## config.mk

```make
export PLATFORM = sky130hd
export DESIGN_NAME = subtractive_lagged_random_generator_core
export DESIGN_NICKNAME = d
export VERILOG_FILES = /design/src/hw/rtl/slrg_pkg.sv /design/src/hw/rtl/slrg_submod.sv /design/src/hw/rtl/slrg_table.sv /design/src/hw/rtl/subtractive_lagged_random_generator_core.sv
export SDC_FILE = /design/constraint.sdc
export NUM_CORES = 2
export LEC_CHECK = 0
export ABC_AREA = 0
export BUFFER_PORTS_ARGS = -buffer_cell sky130_fd_sc_hd__buf_4
export CAP_MARGIN = 20
export CORE_UTILIZATION = 30
export CTS_CLUSTER_SIZE = 16
export DETAILED_ROUTE_END_ITERATION = 10
export PLACE_DENSITY_LB_ADDON = 0.08
export SETUP_SLACK_MARGIN = 0.15
export SLEW_MARGIN = 20
export SYNTH_ARGS = -nofsm -noshare
export SYNTH_HDL_FRONTEND = slang
export SYNTH_SLANG_ARGS = --single-unit
```

## constraint.sdc

```tcl
create_clock -name clk -period 7.8 [get_ports clk]
set_clock_uncertainty 0.05 [all_clocks]
set_input_delay 1.56 -clock clk [delete_from_list [all_inputs] [get_ports clk]]
set_output_delay 1.56 -clock clk [all_outputs]
set_load 0.02 [all_outputs]
```

## src/hw/rtl/slrg_pkg.sv

```systemverilog
// Shared types and constants of the subtractive lagged random generator.
// No dependencies; imported by every module of the block.
`timescale 1ns / 1ps

package slrg_pkg;

	localparam int LagLength = 55;
	localparam int ValueW    = 30;
	localparam int SeedW     = 28;
	localparam int AddrW     = 6;

	localparam logic [ValueW-1:0] ModBig   = 30'd1000000000;
	localparam logic [SeedW-1:0]  SeedBase = 28'd161803398;

	// seeding walks the table in steps of 21 modulo 55
	localparam logic [AddrW-1:0] SeedStride = 6'd21;
	// second read pointer start and warm-up partner distance
	localparam logic [AddrW-1:0] LagOffset  = 6'd31;
	localparam logic [AddrW-1:0] LastEntry  = 6'd55;
	localparam logic [AddrW-1:0] FirstEntry = 6'd1;
	// entries above this take their warm-up partner from below
	localparam logic [AddrW-1:0] WarmSplit  = 6'd24;
	localparam logic [AddrW-1:0] LastFill   = 6'd54;
	localparam logic [1:0]       LastPass   = 2'd3;

	// table write port
	typedef struct packed {
		logic              en;
		logic [AddrW-1:0]  addr;
		logic [ValueW-1:0] data;
	} slrg_wr_t;

endpackage

```

## src/hw/rtl/slrg_submod.sv

```systemverilog
// Shared subtract-modulo unit: y = (a - b) mod 10^9 for a, b below 10^9.
// Depends on slrg_pkg.
`timescale 1ns / 1ps

module slrg_submod (
	input  logic [slrg_pkg::ValueW-1:0] a,
	input  logic [slrg_pkg::ValueW-1:0] b,
	output logic [slrg_pkg::ValueW-1:0] y
);
	import slrg_pkg::*;

	logic [ValueW:0] diff;
	logic [ValueW:0] wrapped;

	// one subtract, one correcting add when it goes negative
	assign diff    = {1'b0, a} - {1'b0, b};
	assign wrapped = diff + {1'b0, ModBig};
	assign y       = diff[ValueW] ? wrapped[ValueW-1:0] : diff[ValueW-1:0];

endmodule

```

## src/hw/rtl/slrg_table.sv

```systemverilog
// Lag table: one write port and two read ports with registered read data.
// Depends on slrg_pkg.
`timescale 1ns / 1ps

module slrg_table (
	input  logic                        clk,
	input  slrg_pkg::slrg_wr_t          wr,
	input  logic [slrg_pkg::AddrW-1:0]  raddr_a,
	input  logic [slrg_pkg::AddrW-1:0]  raddr_b,
	output logic [slrg_pkg::ValueW-1:0] rdata_a,
	output logic [slrg_pkg::ValueW-1:0] rdata_b
);
	import slrg_pkg::*;

	// entries 1..55 used, entry 0 never touched
	logic [ValueW-1:0] mem_q [0:LagLength];

	// write port
	always_ff @(posedge clk) begin
		if (wr.en) begin
			mem_q[wr.addr] <= wr.data;
		end
	end

	// registered reads
	always_ff @(posedge clk) begin
		rdata_a <= mem_q[raddr_a];
		rdata_b <= mem_q[raddr_b];
	end

endmodule

```

## src/hw/rtl/subtractive_lagged_random_generator_core.sv

```systemverilog
// Top level of the subtractive lagged random generator: sequencer, pointers,
// seed logic. Depends on slrg_pkg, slrg_submod and slrg_table.
`timescale 1ns / 1ps

// Usage
// Input channel (in_valid / in_stall) carries one draw request with the restart
// bit. Output channel (out_valid / out_stall) returns one 30-bit random_value,
// 0 .. 999999999, for every request. The seed register is written through
// cfg_write_en / cfg_write_data; the user must write it only while the
// block is idle, which the block itself does not enforce. It takes effect
// at the next reseed.
// A normal draw goes from accept through a table read, then subtract and
// write-back into the output register. A draw that reseeds (first draw
// after reset or restart set) first places the seed, fills the other 54
// entries and runs four warm-up passes over the 55 entries, each a table
// read, then subtract and write-back through the one subtract unit; then
// it takes the normal draw steps.
// in_stall is high while a draw is in work; a new draw is taken as soon as
// the previous one has reached the output register.
// Reset clears the pointers (0 and 31), the seeded flag, the seed register
// and the output valid. The table is not cleared; seeding fills entries 1..55.
// A stalled receiver holds the result; a finished draw waits in its last
// step until the output register frees up, with the table unchanged.
module subtractive_lagged_random_generator_core (
	input  logic                        clk,
	input  logic                        arst_n,
	input  logic                        cfg_write_en,
	input  logic [slrg_pkg::SeedW-1:0]  cfg_write_data,
	input  logic                        in_valid,
	output logic                        in_stall,
	input  logic                        restart,
	output logic                        out_valid,
	input  logic                        out_stall,
	output logic [slrg_pkg::ValueW-1:0] random_value
);
	import slrg_pkg::*;

	typedef enum logic [2:0] {
		ST_IDLE,
		ST_SEED_TOP,
		ST_SEED_FILL,
		ST_WARM_READ,
		ST_WARM_SUB,
		ST_DRAW_READ,
		ST_DRAW_SUB
	} state_t;

	state_t            state_q;
	logic [SeedW-1:0]  seed_q;
	logic              seeded_q;
	logic [AddrW-1:0]  first_ptr_q;
	logic [AddrW-1:0]  second_ptr_q;
	logic [AddrW-1:0]  addr_a_q;
	logic [AddrW-1:0]  addr_b_q;
	logic [ValueW-1:0] mj_q;
	logic [ValueW-1:0] mk_q;
	logic [AddrW-1:0]  slot_q;
	logic [AddrW-1:0]  fill_cnt_q;
	logic [1:0]        pass_q;
	logic              out_valid_q;
	logic [ValueW-1:0] random_value_q;

	logic              accept;
	logic              out_free;
	logic [ValueW-1:0] rd_a;
	logic [ValueW-1:0] rd_b;
	logic [ValueW-1:0] sub_a;
	logic [ValueW-1:0] sub_b;
	logic [ValueW-1:0] sub_y;
	slrg_wr_t          wr;
	logic [AddrW-1:0]  first_next;
	logic [AddrW-1:0]  second_next;
	logic [AddrW:0]    slot_sum;
	logic [AddrW-1:0]  slot_next;
	logic [AddrW-1:0]  warm_idx_next;
	logic [AddrW-1:0]  warm_partner_next;
	logic [SeedW-1:0]  seed_mag;

	assign accept       = in_valid && (state_q == ST_IDLE);
	assign in_stall     = (state_q != ST_IDLE);
	assign out_free     = !out_valid_q || !out_stall;
	assign out_valid    = out_valid_q;
	assign random_value = random_value_q;

	// pointer step, 55 wraps to 1
	assign first_next  = (first_ptr_q >= LastEntry) ? FirstEntry : first_ptr_q + FirstEntry;
	assign second_next = (second_ptr_q >= LastEntry) ? FirstEntry : second_ptr_q + FirstEntry;

	// seeding slot walk modulo 55
	assign slot_sum  = {1'b0, slot_q} + {1'b0, SeedStride};
	assign slot_next = (slot_sum >= {1'b0, LastEntry}) ? slot_sum[AddrW-1:0] - LastEntry
	                                                   : slot_sum[AddrW-1:0];

	// next warm-up entry and its partner 1 + (i + 30) mod 55
	assign warm_idx_next     = (addr_a_q == LastEntry) ? FirstEntry : addr_a_q + FirstEntry;
	assign warm_partner_next = (warm_idx_next <= WarmSplit) ? warm_idx_next + LagOffset
	                                                        : warm_idx_next - WarmSplit;

	// seed magnitude below 10^9 by range
	assign seed_mag = (seed_q <= SeedBase) ? SeedBase - seed_q : seed_q - SeedBase;

	// shared subtract unit operand select
	always_comb begin
		if (state_q == ST_SEED_FILL) begin
			sub_a = mj_q;
			sub_b = mk_q;
		end else begin
			sub_a = rd_a;
			sub_b = rd_b;
		end
	end

	slrg_submod u_submod (
		.a (sub_a),
		.b (sub_b),
		.y (sub_y)
	);

	// table write select
	always_comb begin
		wr.en   = 1'b0;
		wr.addr = addr_a_q;
		wr.data = sub_y;
		unique case (state_q)
			ST_SEED_TOP: begin
				wr.en   = 1'b1;
				wr.addr = LastEntry;
				wr.data = mj_q;
			end
			ST_SEED_FILL: begin
				wr.en   = 1'b1;
				wr.addr = slot_q;
				wr.data = mk_q;
			end
			ST_WARM_SUB: begin
				wr.en = 1'b1;
			end
			ST_DRAW_SUB: begin
				wr.en = out_free;
			end
			default: begin
				wr.en = 1'b0;
			end
		endcase
	end

	slrg_table u_table (
		.clk     (clk),
		.wr      (wr),
		.raddr_a (addr_a_q),
		.raddr_b (addr_b_q),
		.rdata_a (rd_a),
		.rdata_b (rd_b)
	);

	// seed register
	always_ff @(posedge clk or negedge arst_n) begin
		if (!arst_n) begin
			seed_q <= '0;
		end else if (cfg_write_en) begin
			seed_q <= cfg_write_data;
		end
	end

	// sequencer, pointers and output register
	always_ff @(posedge clk or negedge arst_n) begin
		if (!arst_n) begin
			state_q      <= ST_IDLE;
			seeded_q     <= 1'b0;
			first_ptr_q  <= '0;
			second_ptr_q <= LagOffset;
			out_valid_q  <= 1'b0;
			addr_a_q     <= '0;
			addr_b_q     <= '0;
			fill_cnt_q   <= '0;
			pass_q       <= '0;
		end else begin
			// result beat taken, unless a new one loads in the same cycle
			if (out_valid_q && !out_stall && state_q != ST_DRAW_SUB) begin
				out_valid_q <= 1'b0;
			end
			unique case (state_q)
				ST_IDLE: begin
					if (accept) begin
						if (restart || !seeded_q) begin
							mj_q    <= {{(ValueW-SeedW){1'b0}}, seed_mag};
							state_q <= ST_SEED_TOP;
						end else begin
							first_ptr_q  <= first_next;
							second_ptr_q <= second_next;
							addr_a_q     <= first_next;
							addr_b_q     <= second_next;
							state_q      <= ST_DRAW_READ;
						end
					end
				end
				ST_SEED_TOP: begin
					mk_q       <= {{(ValueW-1){1'b0}}, 1'b1};
					slot_q     <= SeedStride;
					fill_cnt_q <= FirstEntry;
					state_q    <= ST_SEED_FILL;
				end
				ST_SEED_FILL: begin
					mk_q       <= sub_y;
					mj_q       <= mk_q;
					slot_q     <= slot_next;
					fill_cnt_q <= fill_cnt_q + FirstEntry;
					if (fill_cnt_q == LastFill) begin
						addr_a_q <= FirstEntry;
						addr_b_q <= FirstEntry + LagOffset;
						pass_q   <= '0;
						state_q  <= ST_WARM_READ;
					end
				end
				ST_WARM_READ: begin
					state_q <= ST_WARM_SUB;
				end
				ST_WARM_SUB: begin
					if (addr_a_q == LastEntry && pass_q == LastPass) begin
						// warm-up done, draw from pointers 1 and 32
						seeded_q     <= 1'b1;
						first_ptr_q  <= FirstEntry;
						second_ptr_q <= LagOffset + FirstEntry;
						addr_a_q     <= FirstEntry;
						addr_b_q     <= LagOffset + FirstEntry;
						state_q      <= ST_DRAW_READ;
					end else begin
						if (addr_a_q == LastEntry) begin
							pass_q <= pass_q + 2'd1;
						end
						addr_a_q <= warm_idx_next;
						addr_b_q <= warm_partner_next;
						state_q  <= ST_WARM_READ;
					end
				end
				ST_DRAW_READ: begin
					state_q <= ST_DRAW_SUB;
				end
				ST_DRAW_SUB: begin
					if (out_free) begin
						out_valid_q    <= 1'b1;
						random_value_q <= sub_y;
						state_q        <= ST_IDLE;
					end
				end
				default: begin
					state_q <= ST_IDLE;
				end
			endcase
		end
	end

endmodule

```

### Yosys cells after proc, flatten, opt, wreduce, memory -nomap -nowiden

Memories as Yosys holds them, arrays and structs flattened. A register that Yosys moved wholly into a read port is not among the register bits.
Index checks and enable logic that the tools add are counted.
Widths: inputs -> output; s select.

| cells by class | value |
|---|---|
| equal/unequal tests | 18 |
| $lt $le $gt $ge | 5 |
| muxes and demuxes | 46 |
| reduce and logical (&&, ||, !) cells | 25 |
| add/sub/neg operators | 13 |

Operator list:

| kind | number |
|---|---|
| $mux 30 | 5 |
| $pmux 30 s2 | 2 |
| $mux 6 | 15 |
| $pmux 36 s2 | 1 |
| $pmux 6 s2 | 4 |
| $pmux 6 s3 | 2 |
| $sub 30x30->31 | 1 |
| $add 30x30->30 const B | 1 |
| $le 28x28->1 const B | 1 |
| $mux 28 | 1 |
| $sub 28x28->28 const A | 1 |
| $sub 28x28->28 const B | 1 |
| $add 6x1->6 const B | 4 |
| $pmux 3 s7 | 1 |
| $reduce_and 4->1 | 4 |
| $mux 3 | 5 |
| $eq 6x6->1 const B | 2 |
| $ge 6x6->1 const B | 2 |
| $ne 2x2->1 const B | 6 |
| $eq 3x3->1 const B | 3 |
| $reduce_bool 2->1 | 4 |
| $add 6x5->7 const B | 1 |
| $ge 7x6->1 const B | 1 |
| $add 6x5->6 const B | 1 |
| other kinds (21) | 38 |

| storage, ports and cells | value |
|---|---|
| memory bits (writable) | 1680 |
| logic and storage cells | 122 |
| output and inout port bits | 32 |
| flip-flop bits (word level) | 161 |
| bits of input ports | 34 |
| memories | 1 |

Memories:

| name | words | width | rd ports | clocked after memory_dff | write ports | RTL line | RTL |
|---|---|---|---|---|---|---|---|
| u_table.mem_q | 56 | 30 | 2 | 2 | 1 | slrg_table.sv:16 | `logic [ValueW-1:0] mem_q [0:LagLength];` |

### Longest topological paths before layout

| logic depth | value |
|---|---|
| depth in word-level cells | 6 |
| depth in mapped cells | 22 |
| mapped depth without buffers | 18 |

### Modules after synthesis

From an unflattened synthesis, not the netlist that was laid out.

| second synthesis, totals | value |
|---|---|
| cell total of the unflattened synthesis | 5287 |
| area total of the unflattened synthesis | 90332.9 µm² |

Modules (own cells, without submodules):

| module | sequential area each (µm²) | area an instance (µm²) | cells an instance | instances |
|---|---|---|---|---|
| slrg_table | 51649.5 | 78499.0 | 3873 | 1 |
| subtractive_lagged_random_generator_core | 4515.6 | 9574.2 | 1089 | 1 |
| slrg_submod | 0.0 | 2259.7 | 325 | 1 |

### Worst setup path before layout

No wires, ideal clock.

| path | value |
|---|---|
| kind | register to register |
| start point | register state_q[0] |
| end point | memory u_table.mem_q[0][14], data pin |
| slack | 0.857 ns |
| stages on the path, launching flop included | 22 |
| library setup time | 0.640 ns |
| data arrival time | 6.253 ns |
| path buffers | 4 |
| clock period less this slack | 6.943 ns |
| data required time | 7.110 ns |
| cells stage by stage | dfrtp_1 -> clkbuf_1 -> nand2b_1 -> nor2_1 -> clkbuf_1 -> buf_1 -> nand2_1 -> nand2_1 -> ha_1 -> inv_1 -> fa_1 -> a211o_1 -> a21oi_2 -> o211a_1 -> o211a_1 -> or2_1 -> o21ai_1 -> a31o_2 -> buf_2 -> nor2b_1 -> xnor2_1 -> o21ai_0 |

RTL lines:

| what | RTL line | RTL |
|---|---|---|
| from (decl) | subtractive_lagged_random_generator_core.sv:48 | `state_t state_q;` |
| from (signal assigned) | subtractive_lagged_random_generator_core.sv:168 | `state_q <= ST_IDLE;` |
| from (signal assigned) | subtractive_lagged_random_generator_core.sv:187 | `state_q <= ST_SEED_TOP;` |
| from (signal assigned) | subtractive_lagged_random_generator_core.sv:193 | `state_q <= ST_DRAW_READ;` |
| to (decl) | slrg_table.sv:16 |  |

==> metrics.txt <==
outcome=finished clean; Row Count=200; most frequent cells after synthesis=1776 x edfxtp_1, 1080 x mux4_2, 231 x clkbuf_1; routed wire length=336 mm; crit path kind=flop to flop; I/O Pins=between 60 and 70; CP Cell Sequence=nor2b_2 > buf_4 > nand2_4 > mux2i_1 > ha_1 > inv_1 > fa_1 > a211o_1 > a21oi_2 > a2bb2oi_2 > a21oi_1 > xnor2_1 > o211ai_1 > a31oi_1 > o21ai_1 > nand2_1 > xnor2_1 > a221o_1 > buf_4; RSZ-0062 raised after global routing=false; clk_lat worst skew=900 ps; Die Y=548 um; initial core utilization=30.2%; Post-CTS Hold Buffers=0; max frequency=151 MHz; post-synth top area cell=edfxtp_1; Final Cycle Share=84.6%; DRC=0; vias per cell=5.69; final setup violation count=0; Mapped Cells=4511; number of flops mapped to enable cells by yosys=between 1500 and 2000; cts bufs inserted=228; antenna violations before repair=24; total negative setup slack=0 ps; flops & latches, synth=approximately 1900; global-route wire length before repair=455 mm; minimum clock period=6600 ps; maximum clock insertion buffer count=4; aggregate global routing overflow=0; area share of the largest cell type after synthesis=59.6%; crit path capture type=flop; die area=301000 um2; count leader, synth=edfxtp_1; layout cells sized above 1=38.8%; HPWL Detailed=between 200 and 250 mm; max-slew violation count=0; CTS Root Buffer Type=clkbuf_16; worst min path class=flop to flop; Synth cell types=88; crit path launch type=flop; nets@finish=4740; max cap viols=0; via count=50031; Die X=between 500 and 600 um; H-tree depth=4; Post-CTS Setup Bufs=0; largest net degree at the start of global routing=around 110; slowest cell on the critical path=dfrtp_1; syn_nets=4593; ys async rst share=around 3.4%; Avg Cell Area, Syn=19.8 um2; WP data arrival=7160 ps; Worst-path clk slew=60 ps; max_slew headroom=19.2%; I/O Buffers=65; top cells by area, synth=edfxtp_1 60%, mux4_2 27%, dfrtp_1 1.7%; DP Worst Slack=1220 ps; Final ANT Viol Nets=0; Seq/Total Area, Yosys=62.7%; CP max FO=40; Slew @ Worst Pin=1210 ps; routed len/inst=38.2 um; Resized cells post-CTS=0; final hold viol count=0; area grow syn2layout=15.8%; DRT Pass-1 Iters=5; Final WS setup=1200 ps; vias in the first global route=50674; Synth warnings=0; TritonCTS Sinks=~1900; Total Routing Usage GR=between 20% and 30%; Cell Area, Synth=89500 um2; 1st-iter DRT viols=approximately 5500; ys flop type=edfxtp_1; Routability Congestion=0.865; CTS tree=yes; CP peak stage delay=680 ps; core box area=297000 um2; CP required=8360 ps
[through the flow]
stage	area, um2	utilization (%)	cells	hold slack [ps]
floorplan	89500	-	4511	401
global placement	96000	32.3	8362	420
detailed placement	96100	32.4	8366	425
CTS	104000	34.9	8783	436
global route	104000	34.9	8787	468
finish	104000	34.9	8788	442
[sequential cells by signal, summed over array words and instances, names as in the netlist]
register and count:
u_table.mem_q 1680, mj_q 30, mk_q 30, random_value 30, u_table.rdata_a 30, u_table.rdata_b 30
seed_q 28, addr_a_q 6, addr_b_q 6, fill_cnt_q 6, first_ptr_q 6, second_ptr_q 6
slot_q 6, state_q 3, pass_q 2, out_valid 1, seeded_q 1
[cell type report]
class                           instances  area [um2]
Fill cell                           27721      193000
Sequential cell                      1901       56200
Multi-Input combinational cell       2257       32600
Clock buffer                          319        6420
Tap cell                             3939        4930
Timing Repair Buffer                  242        2330
Clock inverter                         98        1040
Inverter                               28         105
Antenna cell                            4        10.0
[cells in the final DEF, fill, tap and decap left out, types with 56 or more instances in the layout]
master	n
nand2_1	195
mux4_2	1080
dfxtp_1	60
buf_4	203
nor2_4	58
o21ai_0	85
edfxtp_1	1776
a21oi_1	103
clkbuf_16	230
mux2_2	89
nor2_1	94
clkbuf_1	56
[cell families after synthesis]
kind of cell,Yosys count,synth area share [%]
buf+inv,353,1.51
fa+ha+maj,49,0.690
xor+xnor,83,0.837
simple gates,549,2.85
flops,1901,62.7
mux,1180,28.4
compound gates,396,2.97
[layer usage]
metal	GRT usage (%)	part of all wire [%]	vias up
met3	2.47	4.8	363
met1	31.8	45	28230
met4	5.22	2.3	4
met5	0	0.0080	-
met2	36.2	48	1689
li1	-	-	19745
[critical path: cells and delay by family (launching register included)]
| kind | cells | cell delay, ps |
|---|---|---|
| multiplexers | 1 | 220 |
| adder cells (fa/ha/maj) | 2 | 700 |
| flip-flops | 1 | 680 |
| AO/OA/AOI/OAI | 8 | 2620 |
| AND/OR/NAND/NOR | 3 | 620 |
| buffers and inverters | 3 | 950 |
| XOR/XNOR | 2 | 440 |
[worst paths after layout]
check | from | end | slack [ps] | depth (start not counted)
min | fill_cnt_q[5]$_DFFE_PN0N_ | fill_cnt_q[5]$_DFFE_PN0N_ | 440 | 1
min in group asynchronous | arst_n | second_ptr_q[5]$_DFFE_PN0P_ | 570 | 1
max in group asynchronous | arst_n | addr_a_q[3]$_DFFE_PN0P_ | 6210 | 2
min reg2reg | fill_cnt_q[5]$_DFFE_PN0N_ | fill_cnt_q[5]$_DFFE_PN0N_ | 440 | 1
max reg2reg | state_q[1]$_DFFE_PN0P_ | u_table.mem_q[3][24]$_DFFE_PP_ | 1200 | 19
max | state_q[1]$_DFFE_PN0P_ | u_table.mem_q[3][24]$_DFFE_PP_ | 1200 | 19
Power is left out: the tool's default activity adds up to more than one toggle a clock period on the data nets, which glitch-free logic cannot reach.
